===== config.mk =====
export PLATFORM = sky130hd
export DESIGN_NAME = ascii_two_operand_calculator_unit
export DESIGN_NICKNAME = d
export VERILOG_FILES = /design/src/sv/atoc_pkg.sv /design/src/sv/ascii_two_operand_calculator_unit.sv /design/src/sv/atoc_front.sv /design/src/sv/atoc_queue.sv /design/src/sv/atoc_back.sv
export SDC_FILE = /design/constraint.sdc
export NUM_CORES = 1
export LEC_CHECK = 0
export ABC_AREA = 1
export ABC_CLOCK_PERIOD_IN_PS = 7850
export BUFFER_PORTS_ARGS = -buffer_cell sky130_fd_sc_hd__buf_2
export CAP_MARGIN = 20
export CORE_ASPECT_RATIO = 0.8
export CORE_UTILIZATION = 35
export CTS_BUF_LIST = sky130_fd_sc_hd__clkbuf_8 sky130_fd_sc_hd__clkbuf_16
export CTS_CLUSTER_DIAMETER = 120
export DETAILED_ROUTE_END_ITERATION = 6
export PLACE_DENSITY = 0.59
export SLEW_MARGIN = 20
export SYNTH_ARGS = -nofsm -noshare
export SYNTH_HDL_FRONTEND = slang
export SYNTH_SLANG_ARGS = --single-unit

===== constraint.sdc =====
create_clock -name clk_i -period 7.85 [get_ports clk_i]
set_input_delay 0.3925 -clock clk_i [delete_from_list [all_inputs] [get_ports clk_i]]
set_output_delay 0.3925 -clock clk_i [all_outputs]
set_load 0.01 [all_outputs]

===== src/sv/atoc_pkg.sv =====
`timescale 1ns / 1ps

package atoc_pkg;

  localparam int unsigned ByteW   = 8;
  localparam int unsigned ValueW  = 16;
  localparam int unsigned StatusW = 2;
  localparam int unsigned OpW     = 2;

  // Output tdata: result_value, status, padded to whole bytes
  localparam int unsigned OutW = ((ValueW + StatusW + 7) / 8) * 8;

  // Queue between the parser and the execution unit
  localparam int unsigned QDepth = 2;
  localparam int unsigned QPtrW  = (QDepth > 1) ? $clog2(QDepth) : 1;
  localparam int unsigned QCntW  = $clog2(QDepth + 1);

  localparam logic [ByteW-1:0] CH_EQUALS = 8'd61;
  localparam logic [ByteW-1:0] CH_ZERO   = 8'd48;
  localparam logic [ByteW-1:0] CH_NINE   = 8'd57;
  localparam logic [ByteW-1:0] CH_PLUS   = 8'd43;
  localparam logic [ByteW-1:0] CH_MINUS  = 8'd45;
  localparam logic [ByteW-1:0] CH_STAR   = 8'd42;
  localparam logic [ByteW-1:0] CH_SLASH  = 8'd47;

  localparam logic [OpW-1:0] OP_ADD = 2'd0;
  localparam logic [OpW-1:0] OP_SUB = 2'd1;
  localparam logic [OpW-1:0] OP_MUL = 2'd2;
  localparam logic [OpW-1:0] OP_DIV = 2'd3;

  localparam logic [StatusW-1:0] STAT_OK     = 2'd0;
  localparam logic [StatusW-1:0] STAT_DIV0   = 2'd1;
  localparam logic [StatusW-1:0] STAT_SYNTAX = 2'd2;

  // One parsed expression, ready to execute
  typedef struct packed {
    logic [ValueW-1:0] a;
    logic [ValueW-1:0] b;
    logic [OpW-1:0]    op;
    logic              bad;
  } job_t;

  typedef struct packed {
    logic full;
    logic empty;
  } q_stat_t;

endpackage


===== src/sv/ascii_two_operand_calculator_unit.sv =====
`timescale 1ns / 1ps

// ASCII calculator: parses "A op B=" one received byte per item (A, B unsigned
// decimal, op one of + - * /) and emits one result per '=' with a 16-bit
// two's-complement value in tdata[15:0] and a status in tdata[17:16]
// (0 ok, 1 division by zero, 2 bad syntax; value is zero unless ok). The
// parser takes a byte every cycle; on '=' it hands the expression to a
// two-entry queue. The execution unit computes +, - and * straight into
// its output register and runs / as a load, 16 steps of a one-bit
// restoring divider and a write-back, taking no new expression meanwhile;
// input stalls only when the queue holds two expressions still waiting.

module ascii_two_operand_calculator_unit (
  input  logic                        clk_i,
  input  logic                        rst_ni,
  input  logic                        s_axis_tvalid_i,
  output logic                        s_axis_tready_o,
  input  logic [atoc_pkg::ByteW-1:0]  s_axis_tdata_i,   // [7:0] rx_byte
  output logic                        m_axis_tvalid_o,
  input  logic                        m_axis_tready_i,
  output logic [atoc_pkg::OutW-1:0]   m_axis_tdata_o    // [15:0] result_value,
                                                        // [17:16] status, rest 0
);
  import atoc_pkg::*;

  logic                push;
  logic                pop;
  job_t                job_in;
  job_t                job_out;
  q_stat_t             q_stat;
  logic [ValueW-1:0]   out_value;
  logic [StatusW-1:0]  out_status;

  atoc_front u_front (
    .clk_i        (clk_i),
    .rst_ni       (rst_ni),
    .byte_valid_i (s_axis_tvalid_i),
    .byte_i       (s_axis_tdata_i),
    .q_full_i     (q_stat.full),
    .byte_ready_o (s_axis_tready_o),
    .push_o       (push),
    .job_o        (job_in)
  );

  atoc_queue u_queue (
    .clk_i  (clk_i),
    .rst_ni (rst_ni),
    .push_i (push),
    .job_i  (job_in),
    .pop_i  (pop),
    .job_o  (job_out),
    .stat_o (q_stat)
  );

  atoc_back u_back (
    .clk_i        (clk_i),
    .rst_ni       (rst_ni),
    .job_i        (job_out),
    .q_empty_i    (q_stat.empty),
    .pop_o        (pop),
    .out_valid_o  (m_axis_tvalid_o),
    .out_ready_i  (m_axis_tready_i),
    .out_value_o  (out_value),
    .out_status_o (out_status)
  );

  assign m_axis_tdata_o = {{(OutW - ValueW - StatusW){1'b0}}, out_status, out_value};

`ifndef SYNTHESIS
  a_no_push_full: assert property (@(posedge clk_i) disable iff (!rst_ni)
    push |-> !q_stat.full)
    else $error("expression pushed into a full queue");

  a_no_pop_empty: assert property (@(posedge clk_i) disable iff (!rst_ni)
    pop |-> !q_stat.empty)
    else $error("execution unit popped an empty queue");

  a_zero_on_error: assert property (@(posedge clk_i) disable iff (!rst_ni)
    (m_axis_tvalid_o && (out_status != STAT_OK)) |-> (out_value == '0))
    else $error("nonzero value with error status");

  a_status_legal: assert property (@(posedge clk_i) disable iff (!rst_ni)
    m_axis_tvalid_o |-> (out_status == STAT_OK || out_status == STAT_DIV0 ||
                         out_status == STAT_SYNTAX))
    else $error("illegal status code on output");
`endif

endmodule


===== src/sv/atoc_front.sv =====
`timescale 1ns / 1ps

module atoc_front (
  input  logic                       clk_i,
  input  logic                       rst_ni,
  input  logic                       byte_valid_i,
  input  logic [atoc_pkg::ByteW-1:0] byte_i,
  input  logic                       q_full_i,
  output logic                       byte_ready_o,
  output logic                       push_o,
  output atoc_pkg::job_t             job_o
);
  import atoc_pkg::*;

  logic [ValueW-1:0] first_q, first_d;
  logic [ValueW-1:0] second_q, second_d;
  logic [OpW-1:0]    op_q, op_d;
  logic              phase_q, phase_d;
  logic              err_q, err_d;
  logic [1:0]        seen_q, seen_d;

  logic              accept;
  logic              is_digit;
  logic              is_op;
  logic [OpW-1:0]    op_code;
  logic [3:0]        digit;
  logic [ValueW-1:0] fold_src;
  logic [ValueW-1:0] fold_val;

  assign byte_ready_o = !q_full_i;
  assign accept       = byte_valid_i && byte_ready_o;

  assign is_digit = (byte_i >= CH_ZERO) && (byte_i <= CH_NINE);
  assign digit    = byte_i[3:0];

  // acc * 10 + digit, wrapped
  assign fold_src = phase_q ? second_q : first_q;
  assign fold_val = {fold_src[ValueW-4:0], 3'b000} + {fold_src[ValueW-2:0], 1'b0}
                  + {{(ValueW-4){1'b0}}, digit};

  always_comb begin
    is_op   = 1'b1;
    op_code = OP_ADD;
    case (byte_i)
      CH_PLUS:  op_code = OP_ADD;
      CH_MINUS: op_code = OP_SUB;
      CH_STAR:  op_code = OP_MUL;
      CH_SLASH: op_code = OP_DIV;
      default:  is_op = 1'b0;
    endcase
  end

  assign job_o.a   = first_q;
  assign job_o.b   = second_q;
  assign job_o.op  = op_q;
  assign job_o.bad = err_q || !phase_q || (seen_q != 2'b11);

  always_comb begin
    first_d  = first_q;
    second_d = second_q;
    op_d     = op_q;
    phase_d  = phase_q;
    err_d    = err_q;
    seen_d   = seen_q;
    push_o   = 1'b0;
    if (accept) begin
      if (is_digit) begin
        if (phase_q) begin
          second_d  = fold_val;
          seen_d[1] = 1'b1;
        end else begin
          first_d   = fold_val;
          seen_d[0] = 1'b1;
        end
      end else if (is_op) begin
        if (phase_q) begin
          err_d = 1'b1;
        end else begin
          op_d    = op_code;
          phase_d = 1'b1;
        end
      end else if (byte_i == CH_EQUALS) begin
        // hand the expression off and start over
        push_o   = 1'b1;
        first_d  = '0;
        second_d = '0;
        op_d     = OP_ADD;
        phase_d  = 1'b0;
        err_d    = 1'b0;
        seen_d   = '0;
      end else begin
        err_d = 1'b1;
      end
    end
  end

  always_ff @(posedge clk_i or negedge rst_ni) begin
    if (!rst_ni) begin
      first_q  <= '0;
      second_q <= '0;
      op_q     <= OP_ADD;
      phase_q  <= 1'b0;
      err_q    <= 1'b0;
      seen_q   <= '0;
    end else begin
      first_q  <= first_d;
      second_q <= second_d;
      op_q     <= op_d;
      phase_q  <= phase_d;
      err_q    <= err_d;
      seen_q   <= seen_d;
    end
  end

endmodule


===== src/sv/atoc_queue.sv =====
`timescale 1ns / 1ps

module atoc_queue (
  input  logic              clk_i,
  input  logic              rst_ni,
  input  logic              push_i,
  input  atoc_pkg::job_t    job_i,
  input  logic              pop_i,
  output atoc_pkg::job_t    job_o,
  output atoc_pkg::q_stat_t stat_o
);
  import atoc_pkg::*;

  job_t             mem_q [QDepth];
  logic [QPtrW-1:0] wr_q, wr_d;
  logic [QPtrW-1:0] rd_q, rd_d;
  logic [QCntW-1:0] cnt_q, cnt_d;
  logic             do_push;
  logic             do_pop;

  assign stat_o.full  = (cnt_q == QCntW'(QDepth));
  assign stat_o.empty = (cnt_q == '0);
  assign do_push      = push_i && !stat_o.full;
  assign do_pop       = pop_i && !stat_o.empty;
  assign job_o        = mem_q[rd_q];

  always_comb begin
    wr_d  = wr_q;
    rd_d  = rd_q;
    cnt_d = cnt_q;
    if (do_push) begin
      wr_d = (wr_q == QPtrW'(QDepth - 1)) ? '0 : wr_q + 1'b1;
    end
    if (do_pop) begin
      rd_d = (rd_q == QPtrW'(QDepth - 1)) ? '0 : rd_q + 1'b1;
    end
    if (do_push && !do_pop) begin
      cnt_d = cnt_q + 1'b1;
    end else if (do_pop && !do_push) begin
      cnt_d = cnt_q - 1'b1;
    end
  end

  always_ff @(posedge clk_i) begin
    if (do_push) begin
      mem_q[wr_q] <= job_i;
    end
  end

  always_ff @(posedge clk_i or negedge rst_ni) begin
    if (!rst_ni) begin
      wr_q  <= '0;
      rd_q  <= '0;
      cnt_q <= '0;
    end else begin
      wr_q  <= wr_d;
      rd_q  <= rd_d;
      cnt_q <= cnt_d;
    end
  end

endmodule


===== src/sv/atoc_back.sv =====
`timescale 1ns / 1ps

module atoc_back (
  input  logic                        clk_i,
  input  logic                        rst_ni,
  input  atoc_pkg::job_t              job_i,
  input  logic                        q_empty_i,
  output logic                        pop_o,
  output logic                        out_valid_o,
  input  logic                        out_ready_i,
  output logic [atoc_pkg::ValueW-1:0] out_value_o,
  output logic [atoc_pkg::StatusW-1:0] out_status_o
);
  import atoc_pkg::*;

  localparam logic [1:0] ST_IDLE = 2'd0;
  localparam logic [1:0] ST_DIV  = 2'd1;
  localparam logic [1:0] ST_DONE = 2'd2;
  localparam int unsigned CntW   = $clog2(ValueW);

  logic [1:0]          state_q, state_d;
  logic [CntW-1:0]     cnt_q, cnt_d;
  logic [ValueW-1:0]   quo_q, quo_d;
  logic [ValueW-1:0]   rem_q, rem_d;
  logic [ValueW-1:0]   dvs_q, dvs_d;
  logic                vld_q, vld_d;
  logic [ValueW-1:0]   val_q, val_d;
  logic [StatusW-1:0]  sts_q, sts_d;

  logic                out_free;
  logic [2*ValueW-1:0] product;
  logic [ValueW:0]     trial;
  logic [ValueW:0]     diff;

  assign out_free = !vld_q || out_ready_i;
  assign pop_o    = (state_q == ST_IDLE) && !q_empty_i && out_free;
  assign product  = job_i.a * job_i.b;

  // one restoring step: shift in next dividend bit, try subtract
  assign trial = {rem_q, quo_q[ValueW-1]};
  assign diff  = trial - {1'b0, dvs_q};

  always_comb begin
    state_d = state_q;
    cnt_d   = cnt_q;
    quo_d   = quo_q;
    rem_d   = rem_q;
    dvs_d   = dvs_q;
    vld_d   = vld_q && !out_ready_i;
    val_d   = val_q;
    sts_d   = sts_q;
    case (state_q)
      ST_IDLE: begin
        if (pop_o) begin
          if (job_i.bad) begin
            vld_d = 1'b1;
            val_d = '0;
            sts_d = STAT_SYNTAX;
          end else begin
            case (job_i.op)
              OP_ADD: begin
                vld_d = 1'b1;
                val_d = job_i.a + job_i.b;
                sts_d = STAT_OK;
              end
              OP_SUB: begin
                vld_d = 1'b1;
                val_d = job_i.a - job_i.b;
                sts_d = STAT_OK;
              end
              OP_MUL: begin
                vld_d = 1'b1;
                val_d = product[ValueW-1:0];
                sts_d = STAT_OK;
              end
              default: begin
                if (job_i.b == '0) begin
                  vld_d = 1'b1;
                  val_d = '0;
                  sts_d = STAT_DIV0;
                end else begin
                  quo_d   = job_i.a;
                  rem_d   = '0;
                  dvs_d   = job_i.b;
                  cnt_d   = CntW'(ValueW - 1);
                  state_d = ST_DIV;
                end
              end
            endcase
          end
        end
      end
      ST_DIV: begin
        if (!diff[ValueW]) begin
          rem_d = diff[ValueW-1:0];
          quo_d = {quo_q[ValueW-2:0], 1'b1};
        end else begin
          rem_d = trial[ValueW-1:0];
          quo_d = {quo_q[ValueW-2:0], 1'b0};
        end
        cnt_d = cnt_q - 1'b1;
        if (cnt_q == '0) begin
          state_d = ST_DONE;
        end
      end
      ST_DONE: begin
        // hold the quotient until the output register frees up
        if (out_free) begin
          vld_d   = 1'b1;
          val_d   = quo_q;
          sts_d   = STAT_OK;
          state_d = ST_IDLE;
        end
      end
      default: begin
        state_d = ST_IDLE;
      end
    endcase
  end

  always_ff @(posedge clk_i or negedge rst_ni) begin
    if (!rst_ni) begin
      state_q <= ST_IDLE;
      vld_q   <= 1'b0;
      cnt_q   <= '0;
    end else begin
      state_q <= state_d;
      vld_q   <= vld_d;
      cnt_q   <= cnt_d;
    end
  end

  always_ff @(posedge clk_i) begin
    quo_q <= quo_d;
    rem_q <= rem_d;
    dvs_q <= dvs_d;
    val_q <= val_d;
    sts_q <= sts_d;
  end

  assign out_valid_o  = vld_q;
  assign out_value_o  = val_q;
  assign out_status_o = sts_q;

endmodule


Word level (Yosys, flattened, before mapping)
Memory sizes are Yosys's and may differ from the RTL's.
Index checks and enable logic that the tools add are counted.
Word-level totals
  bits in writable memories: 70
  bits of input ports: 12
  memories kept: 1
  latch bits: 0
  ROM bits: 0
  flip-flop bits (word level): 115
Memories
  u_queue.mem_q: words 2, bits a word 35, rd ports 1, clocked after memory_dff 0, write ports 1, line atoc_queue.sv:14  | job_t mem_q [QDepth];
Cells by class
  equal/unequal tests: 24
  bitwise operators: 4
  add/sub/neg operators: 10
  multiplexer cells: 71
  reductions and logical operators: 41
  shifts and indexed selects: 0
  div/mod/pow operators: 0
  magnitude comparators: 2
  multiply operators: 1
Operators by type and width (count)
  $mux W16: 19
  $pmux W16 S2: 3
  $pmux W16 S3: 1
  $eq A8 B6 Y1 const B: 5
  $mux W2: 17
  $add A16 B16 Y16: 2
  $mux W1: 21
  $reduce_and A4 Y1: 5
  $sub A17 B16 Y17: 1
  $add A16 B4 Y16: 1
  $logic_not A16 Y1: 1
  $mul A16 B16 Y16: 1
  $mux W4: 4
  $sub A16 B16 Y16: 1
  $mux W15: 1
  $ne A2 B2 Y1 const B: 7
  $pmux W2 S3: 2
  $ne A2 B1 Y1 const B: 5
  $reduce_and A5 Y1: 2
  $reduce_bool A2 Y1: 5
  $logic_and A1 B1 Y1: 9
  $ge A8 B6 Y1 const B: 1
  $le A8 B6 Y1 const B: 1
  $pmux W4 S2: 1
  19 further kinds: 37

Longest topological paths before layout
Gate-level depths: netlist (run 1).
  depth in word-level cells: 11
  depth in mapped cells: 35
  mapped depth without buffers: 32

Cells and area by module
Synthesis (run 1) repeated with hierarchy kept, for this count alone.
Second synthesis, totals
  cell total of the unflattened synthesis: 1935
  area total of the unflattened synthesis: 15273.4 um^2
By module, submodules not included
  atoc_back: cells each 1284, instances 1, area an instance 9501.6 um^2
  atoc_front: cells each 430, instances 1, area an instance 2942.8 um^2
  atoc_queue: cells each 214, instances 1, area an instance 2780.2 um^2
  ascii_two_operand_calculator_unit: cells each 7, instances 1, area an instance 48.8 um^2

Worst setup path after synthesis (run 1)
Ideal clock, no wire load.
  path kind: flip-flop to flip-flop
  start: reg u_queue.rd_q
  end: reg u_back.val_q[13] (netlist: u_back.out_value_o[13]) (data pin)
  path slack: 2.011 ns
  setup time: 0.260 ns
  data arrival time: 5.579 ns
  period minus slack after synthesis: 5.839 ns
  stages on the path, launching flop included: 30
  buffers on the path: 4
  path through: dfrtp_1 -> buf_6 -> inv_2 -> buf_6 -> buf_4 -> nand2_1 -> nand2_1 -> clkbuf_1 -> nor2_1 -> fa_1 -> fa_1 -> ha_1 -> fa_1 -> inv_1 -> fa_1 -> fa_1 -> inv_1 -> ha_1 -> inv_1 -> nor3_1 -> nand2_1 -> nand2_1 -> nand2_1 -> nand2_1 -> a21oi_1 -> or2_2 -> nand3_1 -> o21ai_0 -> nand2_1 -> o21ai_0
On the way
  cells in the longest elaborated chain, start to end: 6
Ends and longest elaborated chain
  start: declaration: line atoc_queue.sv:16  | logic [QPtrW-1:0] rd_q, rd_d;
  start signal: assignment: line atoc_queue.sv:57  | rd_q <= rd_d;
  $mem_v2 Z2 W35 *
  $mul A16 B16 Y16 (tied with other cells): line atoc_back.sv:37  | assign product = job_i.a * job_i.b;
  $pmux W16 S3: line atoc_back.sv:60  | case (job_i.op)
  $mux W16 *: line atoc_back.sv:55  | if (job_i.bad) begin
  $mux W16 *: line atoc_back.sv:54  | if (pop_o) begin
  $pmux W16 S2 *: line atoc_back.sv:52  | case (state_q)
  via u_back.val_d[13]: line atoc_back.sv:27  | logic [ValueW-1:0] val_q, val_d;
  end signal: assignment: line atoc_back.sv:137  | val_q <= val_d;
  end: declaration: line atoc_back.sv:27
Mark *: on every way through the listed nets, which the timed path passes. The rest lies on a longest branch. The select of a mux whose other input is x is not followed.
A chain may end at the register's enable or synchronous reset.

==> results.json, run 1 <==
{
  "htree_levels": 4,
  "area_growth_pct": 9.03,
  "grt_first_pass_wirelength_um": 62500,
  "fillers": 4136,
  "clock_skew_ns": 0.0149,
  "cts_tree": "yes",
  "worstPathRequired_ns": 8.05,
  "first_pass_iters": 5,
  "drt-initial-drc-count": 993,
  "num_vias": 11761,
  "worstRegToRegCells": 29,
  "die_x_um": 231,
  "crit_path_end_kind": "register",
  "worstPathArrival_ns": 7.12,
  "ys_top_cells_by_area": "edfxtp_1 28%, nand2_1 12%, fa_1 11%, ha_1 9.7%, dfrtp_1 8.3%",
  "synth_warnings": 0,
  "synth_edf_count": 136,
  "fin_crit_sh": 0.881,
  "synth.avg_cell_area_um2": 8.28,
  "ctsHoldBuffers": 0,
  "yosys.cell_types.count": 53,
  "max_freq_mhz": 145,
  "drv_cap": 0,
  "rows": 66,
  "hp-class": "input pin to asynchronous set/reset pin",
  "grt_max_degree": 54,
  "finalSetupTns_ns": 0,
  "grt-ovfl-total": 0,
  "dieArea_mm2": 0.0429,
  "ys_seq_area_frac": 0.360,
  "core_mm2": 0.0410,
  "initial_core_util": 0.359,
  "grt.total_usage": 0.189,
  "slew_viol_final": 0,
  "yosysTopAreaCellShare": 0.277,
  "wire_per_inst_um": 16.5,
  "syn_area_mm2": 0.0147,
  "drc": 0,
  "cts_setup_buffers": 0,
  "rsz0062_at_grt": "no",
  "insertion_delay_ns": 0.46,
  "async_flop_share": 0.265,
  "critPathLaunchType": "register",
  "antenna_found_initial": 0,
  "fin_crit_ns": 6.92,
  "critPathKind": "register to register",
  "io_buffer_count": 31,
  "via_per_inst": 4.98,
  "diodes": 0,
  "synth_commonest_cells": "465 x nand2_1, 294 x inv_1, 160 x nor2_1",
  "final_nets": 2013,
  "clockBufferDepth": 2,
  "worstPathMaxFanout": 20,
  "ant_nets": 0,
  "setup_viol_count_final": 0,
  "yosysMostFrequentCell": "nand2_1",
  "ctsRootBufferMaster": "clkbuf_16",
  "synth_area_leader_cell": "edfxtp_1",
  "r2r-end": "u_back.out_value_o[13]",
  "max_slew_margin": 0.311,
  "r2r_start": "u_queue.rd_q",
  "cts_buffers": 17,
  "rrSetupSlack_ns": 0.93,
  "fp.dieH_um": 186,
  "status": "finished clean",
  "cts_resized": 0,
  "crit_path_max_incr_delay_ns": 0.54,
  "routed_wl_um": 38900,
  "io_pins": 38,
  "routabilityCongestion": 0.975,
  "seq_area_mm2": 0.00531,
  "clk_transition_reported_paths_ns": 0.08,
  "drive_above_1_share": 0.0683,
  "ys_ff_latch": 185,
  "slowest_stage": "fa_1",
  "synthFlopType": "edfxtp_1",
  "cts.sinks": 185,
  "hold_viol": 0,
  "cpMostUsedCell": "nand2_1",
  "multi_input_area_mm2": 0.00804,
  "grt_pass1_vias": 11221,
  "syn_inst": 1780,
  "hpwl_um": 30500,
  "tightest_slew_ns": 1.03
}
-- per-stage QoR --
| step | util | setup WS [ns] | std cells | instance area [µm²] | hold WS (ns) |
|---|---|---|---|---|---|
| 6_report | 0.392 | 0.933 | 2360 | 16100 | 0.0409 |
| 5_1_grt | 0.392 | 0.403 | 2360 | 16100 | 0.0904 |
| 4_1_cts | 0.392 | 0.962 | 2360 | 16100 | 0.0515 |
| 3_5_place_dp | 0.376 | 0.979 | 2328 | 15400 | 0.458 |
| 3_3_place_gp | 0.376 | 1.10 | 2328 | 15400 | 0.453 |
| 2_1_floorplan | - | 2.01 | 1785 | 14800 | 0.0969 |
-- worst max-delay path: cells and delay by family (launching register included) --
family | cells | cell delay (ns)
buf+inv | 7 | 1.26
compound gates | 3 | 0.25
simple gates | 12 | 1.65
flops | 1 | 0.41
fa+ha+maj | 7 | 3.10
-- routing by layer --
metal	part of all wire	vias up	routed length [µm]	track usage
met1	0.51	5702	19700	0.278
met2	0.43	279	16900	0.290
met4	0.017	0	649	0.0511
met3	0.043	42	1660	0.0262
met5	0	-	0	0
li1	-	5738	-	-
-- how the worst max path moves through the flow --
stage | end | slack (ns) | from
after floorplan | u_back.out_value_o[13] | 2.01 | u_queue.rd_q
after global placement | u_back.out_value_o[13] | 1.10 | u_queue.rd_q
after CTS | u_back.out_value_o[13] | 0.96 | u_queue.rd_q
final | u_back.out_value_o[13] | 0.93 | u_queue.rd_q
after detailed placement | u_back.out_value_o[13] | 0.98 | u_queue.rd_q
after global routing | u_back.out_value_o[13] | 0.40 | u_queue.rd_q
-- registers in the layout (all words and copies together) (netlist names), 4 cells and up --
register,flops
u_queue.mem_q,70
u_back.dvs_q,16
u_front.first_q,16
u_front.second_q,16
u_back.out_value_o,16
u_back.quo_q,16
u_back.rem_q,16
u_back.cnt_q,4
-- logic make-up after synthesis --
family / Yosys count / synth area share
and+or+nand+nor: 724 / 0.198
adders and majority gates: 198 / 0.211
xor gates and xnor gates: 40 / 0.0238
muxes: 1 / 0.000764
other: 1 / 0.000254
buffers and inverters: 353 / 0.0963
DFF: 185 / 0.360
AOI/OAI and AO/OA: 278 / 0.110
-- cell type report --
type                    instances  area share
inverters                     307      0.0718
well taps                     544      0.0424
clock buffers                  17      0.0265
multi-input cells            1247       0.500
clock inverters                15      0.0121
flip-flops and latches        185       0.331
repair buffers                 45      0.0162
-- placed cells by master, fill, tap and decap left out, types with 4 or more instances in the layout --
cell       Yosys  routed
a211oi_1      12      12
a21oi_1       83      83
a22o_1         8       8
a31oi_1        5       5
buf_2          5      31
buf_4         10      14
clkbuf_16      0      17
clkinv_1       5       5
conb_1         1       6
dfrtp_1       49      48
edfxtp_1     136     136
fa_1          84      84
ha_1         114     114
inv_1        294     294
inv_2          7       7
nand2_1      465     465
nand2_2       13      13
nand3_1       45      45
nand3b_1       6       6
nand4_1        5       5
nor2_1       160     158
nor3_1        15      15
o21a_1         4       4
o21ai_0      123     123
o21ai_1        7       7
o21ai_4        6       6
o22ai_1        5       5
o31ai_1        6       6
or2_2          5       5
xnor2_1       14      14
xor2_1        26      26
Power of run 1 is not shown: default switching activity piles up to over one toggle a cycle in this logic, so the estimate is an artifact.
==> run 2, diff against run 1 <==
ABC_CLOCK_PERIOD_IN_PS = not set   (was 7850)
BUFFER_PORTS_ARGS = -buffer_cell sky130_fd_sc_hd__buf_4   (was -buffer_cell sky130_fd_sc_hd__buf_2)
==> results.json, run 2 (same netlist as run 1, synthesis figures left out) <==
{
  "antenna_found_initial": 0,
  "final_common_cell": "nand2_1",
  "ctsRootBufferMaster": "clkbuf_16",
  "clock_skew_ns": 0.0185,
  "final_nets": 2015,
  "routed_wl_um": 38800,
  "num_vias": 11656,
  "cts.sinks": 185,
  "rsz0062_at_grt": "no",
  "max_flop_register": "u_queue.mem_q",
  "ant_nets": 0,
  "clk_transition_reported_paths_ns": 0.07,
  "slew_viol_final": 0,
  "grt_max_degree": 50,
  "worstPathArrival_ns": 7.09,
  "htree_levels": 4,
  "grt_first_pass_wirelength_um": 62000,
  "mostFrequentLayoutCells": "465 x nand2_1, 294 x inv_1, 158 x nor2_1, 136 x edfxtp_1, 123 x o21ai_0",
  "critPathLaunchType": "register",
  "insertion_delay_ns": 0.45,
  "drt-initial-drc-count": 960,
  "max_slew_margin": 0.300,
  "via_per_inst": 4.93,
  "area_growth_pct": 9.76,
  "drive_above_1_share": 0.0682,
  "max_freq_mhz": 145,
  "tightest_slew_ns": 1.05,
  "routabilityCongestion": 0.943,
  "setup_ws_ns": 0.947,
  "largest_reg_flops": 70,
  "cts_buffers": 17,
  "post-place-ws_ns": 0.971,
  "worstPathMaxFanout": 28,
  "core_mm2": 0.0410,
  "hp-class": "input pin to register",
  "wire_per_inst_um": 16.4,
  "fp.dieH_um": 186,
  "io_buffer_count": 31,
  "fin_crit_ns": 6.90,
  "crit_path_end_kind": "register",
  "first_pass_iters": 6,
  "io_pins": 38,
  "drv_cap": 0,
  "status": "finished clean",
  "cpMostUsedCell": "nand2_1",
  "initial_core_util": 0.359,
  "die_x_um": 231,
  "grt-ovfl-total": 0,
  "drc": 0,
  "crit_path_max_incr_delay_ns": 0.53,
  "fillers": 4118,
  "grt.total_usage": 0.188,
  "hpwl_um": 30500,
  "critPathKind": "register to register",
  "worstPathRequired_ns": 8.04,
  "fin_crit_sh": 0.879,
  "cts_tree": "yes",
  "clockBufferDepth": 2,
  "slowest_stage": "fa_1",
  "grt_pass1_vias": 11271,
  "dieArea_mm2": 0.0429,
  "rows": 66,
  "hold_viol": 0,
  "setup_viol_count_final": 0,
  "finalSetupTns_ns": 0
}
[run 2: per-stage QoR]
| step | cells | utilization | hold WS (ns) | cell area (µm²) |
|---|---|---|---|---|
| floorplan | 1785 | - | 0.0969 | 14800 |
| global placement | 2328 | 0.378 | 0.453 | 15500 |
| detailed placement | 2328 | 0.378 | 0.457 | 15500 |
| CTS | 2361 | 0.394 | 0.246 | 16200 |
| global route | 2362 | 0.394 | 0.258 | 16200 |
| finish | 2363 | 0.394 | 0.270 | 16200 |
[run 2: final timing paths]
| path | from | to | slack (ns) | cells after the start |
|---|---|---|---|---|
| min reg2reg | u_front.first_q[13] | u_queue.mem_q[1][32] | 0.48 | 0 |
| max in group asynchronous | rst_ni | u_queue.rd_q | 6.86 | 2 |
| min in group asynchronous | rst_ni | u_front.op_q[0] | 0.51 | 2 |
| min | s_axis_tdata_i[0] | u_front.first_q[0] | 0.27 | 3 |
| max | u_queue.rd_q | u_back.out_value_o[13] | 0.95 | 29 |
| max reg2reg | u_queue.rd_q | u_back.out_value_o[13] | 0.95 | 29 |
[run 2: final cells by class]
cell class,instances,area [µm²],share of cell area
multi-input cells,1247,8040,0.497
flip-flops and latches,185,5310,0.328
inverters,307,1150,0.0713
well taps,544,681,0.0421
clock buffers,19,464,0.0287
repair buffers,47,368,0.0227
clock inverters,13,153,0.00944
diodes,1,2.50,0.000155
[run 2: per-layer routing]
metal  share of wire  GRT usage  vias up
met2            0.43      0.285      313
li1                -          -     5738
met5               0          0        -
met4           0.014     0.0472        0
met3           0.056     0.0271       39
met1            0.50      0.278     5566
[run 2: critical path, delay by kind of cell (launching register included)]
kind | cells | cell delay (ns)
AO/OA/AOI/OAI | 3 | 0.24
AND/OR/NAND/NOR | 12 | 1.64
adder cells (fa/ha/maj) | 7 | 3.08
flip-flops | 1 | 0.51
buffers and inverters | 7 | 1.15
[run 2: what timing repair did]
action                    CTS  global route
hold endpoints to repair   49             0
gates resized for setup     0             0
hold buffers                1             0
buffers inserted            0             0
Power of run 2 is left out for the same reason.
==> run 3, diff against run 2 <==
--- a/config.mk
+++ b/config.mk
@@ -9,5 +9,4 @@
 export BUFFER_PORTS_ARGS = -buffer_cell sky130_fd_sc_hd__buf_4
 export CAP_MARGIN = 20
-export CORE_ASPECT_RATIO = 0.8
 export CORE_UTILIZATION = 35
 export CTS_BUF_LIST = sky130_fd_sc_hd__clkbuf_8 sky130_fd_sc_hd__clkbuf_16
==> constraint.sdc (replaced) <==
create_clock -name clk_i -period 7.85 [get_ports clk_i]
set_input_delay 0.785 -clock clk_i [delete_from_list [all_inputs] [get_ports clk_i]]
set_output_delay 0.785 -clock clk_i [all_outputs]
set_load 0.01 [all_outputs]
==> results.json, run 3 (same netlist as run 1, synthesis figures left out) <==
{
  "status": "finished clean",
  "worstPathMaxFanout": 38,
  "htree_levels": 4,
  "fin_crit_ns": 6.77,
  "largest_reg_flops": 70,
  "multi_input_area_mm2": 0.00804,
  "seq_area_mm2": 0.00531,
  "mostFrequentLayoutCells": "465 x nand2_1, 294 x inv_1, 158 x nor2_1, 136 x edfxtp_1, 123 x o21ai_0",
  "antenna_found_initial": 0,
  "drt-initial-drc-count": 792,
  "area_growth_pct": 9.20,
  "max_freq_mhz": 148,
  "die_x_um": 207,
  "core_mm2": 0.0412,
  "final_nets": 2013,
  "dieArea_mm2": 0.0429,
  "setup_viol_count_final": 0,
  "worstPathArrival_ns": 6.96,
  "diodes": 0,
  "crit_path_max_incr_delay_ns": 0.57,
  "wire_per_inst_um": 16.3,
  "fin_crit_sh": 0.863,
  "grt.total_usage": 0.184,
  "slew_viol_final": 0,
  "cts_buffers": 17,
  "slowest_stage": "inv_2",
  "final_common_cell": "nand2_1",
  "cpMostUsedCell": "nand2_1",
  "tightest_slew_ns": 1.04,
  "via_per_inst": 4.97,
  "grt_max_degree": 54,
  "finalSetupTns_ns": 0,
  "critPathKind": "register to register",
  "fp.dieH_um": 207,
  "rows": 74,
  "clk_transition_reported_paths_ns": 0.08,
  "cts_tree": "yes",
  "insertion_delay_ns": 0.45,
  "routed_wl_um": 38400,
  "routabilityCongestion": 0.944,
  "hpwl_um": 30200,
  "clockBufferDepth": 2,
  "rrSetupSlack_ns": 1.08,
  "max_flop_register": "u_queue.mem_q",
  "io_pins": 38,
  "hp-class": "input pin to asynchronous set/reset pin",
  "drive_above_1_share": 0.0683,
  "clock_skew_ns": 0.0155,
  "ant_nets": 0,
  "critPathLaunchType": "register",
  "grt_first_pass_wirelength_um": 62500,
  "first_pass_iters": 5,
  "max_slew_margin": 0.305,
  "crit_path_end_kind": "register",
  "ctsRootBufferMaster": "clkbuf_16",
  "io_buffer_count": 31,
  "drv_cap": 0,
  "cts.sinks": 185,
  "cts_setup_buffers": 0,
  "cts_resized": 0,
  "ctsHoldBuffers": 0,
  "grt-ovfl-total": 0,
  "worstPathRequired_ns": 8.04,
  "rsz0062_at_grt": "no",
  "hold_viol": 0,
  "grt_pass1_vias": 11651,
  "fillers": 4116,
  "drc": 0,
  "num_vias": 11674,
  "initial_core_util": 0.358
}
==> run 3: cell count changes in the layout (fill, tap and decap cells not counted), sizes merged <==
cell / before / now
clkbuf: 19 / 17
bufinv: 1 / 0
buf: 46 / 45
inv: 306 / 308
dlygate4sd3: 1 / 0
clkinv: 13 / 14
diode: 1 / 0
==> run 3: metrics by stage <==
| stage | worst slack, ns | cells | hold WS (ns) | utilization | instance area (µm²) |
|---|---|---|---|---|---|
| after floorplan | 2.01 | 1785 | 0.437 | - | 14800 |
| after global placement | 1.16 | 2316 | 0.452 | 0.376 | 15500 |
| after detailed placement | 1.11 | 2316 | 0.461 | 0.376 | 15500 |
| after CTS | 1.08 | 2348 | 0.384 | 0.391 | 16100 |
| after global routing | 0.485 | 2348 | 0.391 | 0.391 | 16100 |
| final | 1.08 | 2348 | 0.360 | 0.391 | 16100 |
==> run 3: area by class of cell <==
type | instances | area share
Clock buffer | 17 | 0.0264
Clock inverter | 15 | 0.00980
Inverter | 307 | 0.0717
Multi-Input combinational cell | 1247 | 0.500
Sequential cell | 185 | 0.330
Tap cell | 532 | 0.0414
Timing Repair Buffer | 45 | 0.0210
==> run 3: critical path, delay by kind of cell (launching register included) <==
| family | cells | cell delay [ns] |
|---|---|---|
| AOI/OAI and AO/OA | 3 | 0.24 |
| adders and majority gates | 7 | 3.07 |
| buffers and inverters | 6 | 1.11 |
| DFF | 1 | 0.41 |
| and+or+nand+nor | 12 | 1.67 |
==> run 3: path summary, 6_finish.rpt <==
path                                     endpoint  cells past startpoint                 from
min in group clk_i           u_queue.mem_q[0][31]                      0  u_front.first_q[12]
max in group asynchronous            u_queue.rd_q                      1               rst_ni
setup reg to reg           u_back.out_value_o[13]                     28         u_queue.rd_q
hold reg to reg              u_queue.mem_q[0][31]                      0  u_front.first_q[12]
setup / recovery           u_back.out_value_o[13]                     28         u_queue.rd_q
hold / removal                    u_front.op_q[0]                      1               rst_ni
==> run 3: layer usage <==
layer	vias to the layer above	GRT usage	part of all wire
li1	5746	-	-
met1	5563	0.256	0.48
met2	325	0.298	0.46
met3	40	0.0276	0.048
met4	0	0.0494	0.020
met5	-	0	0
Power of run 3 is left out for the same reason.
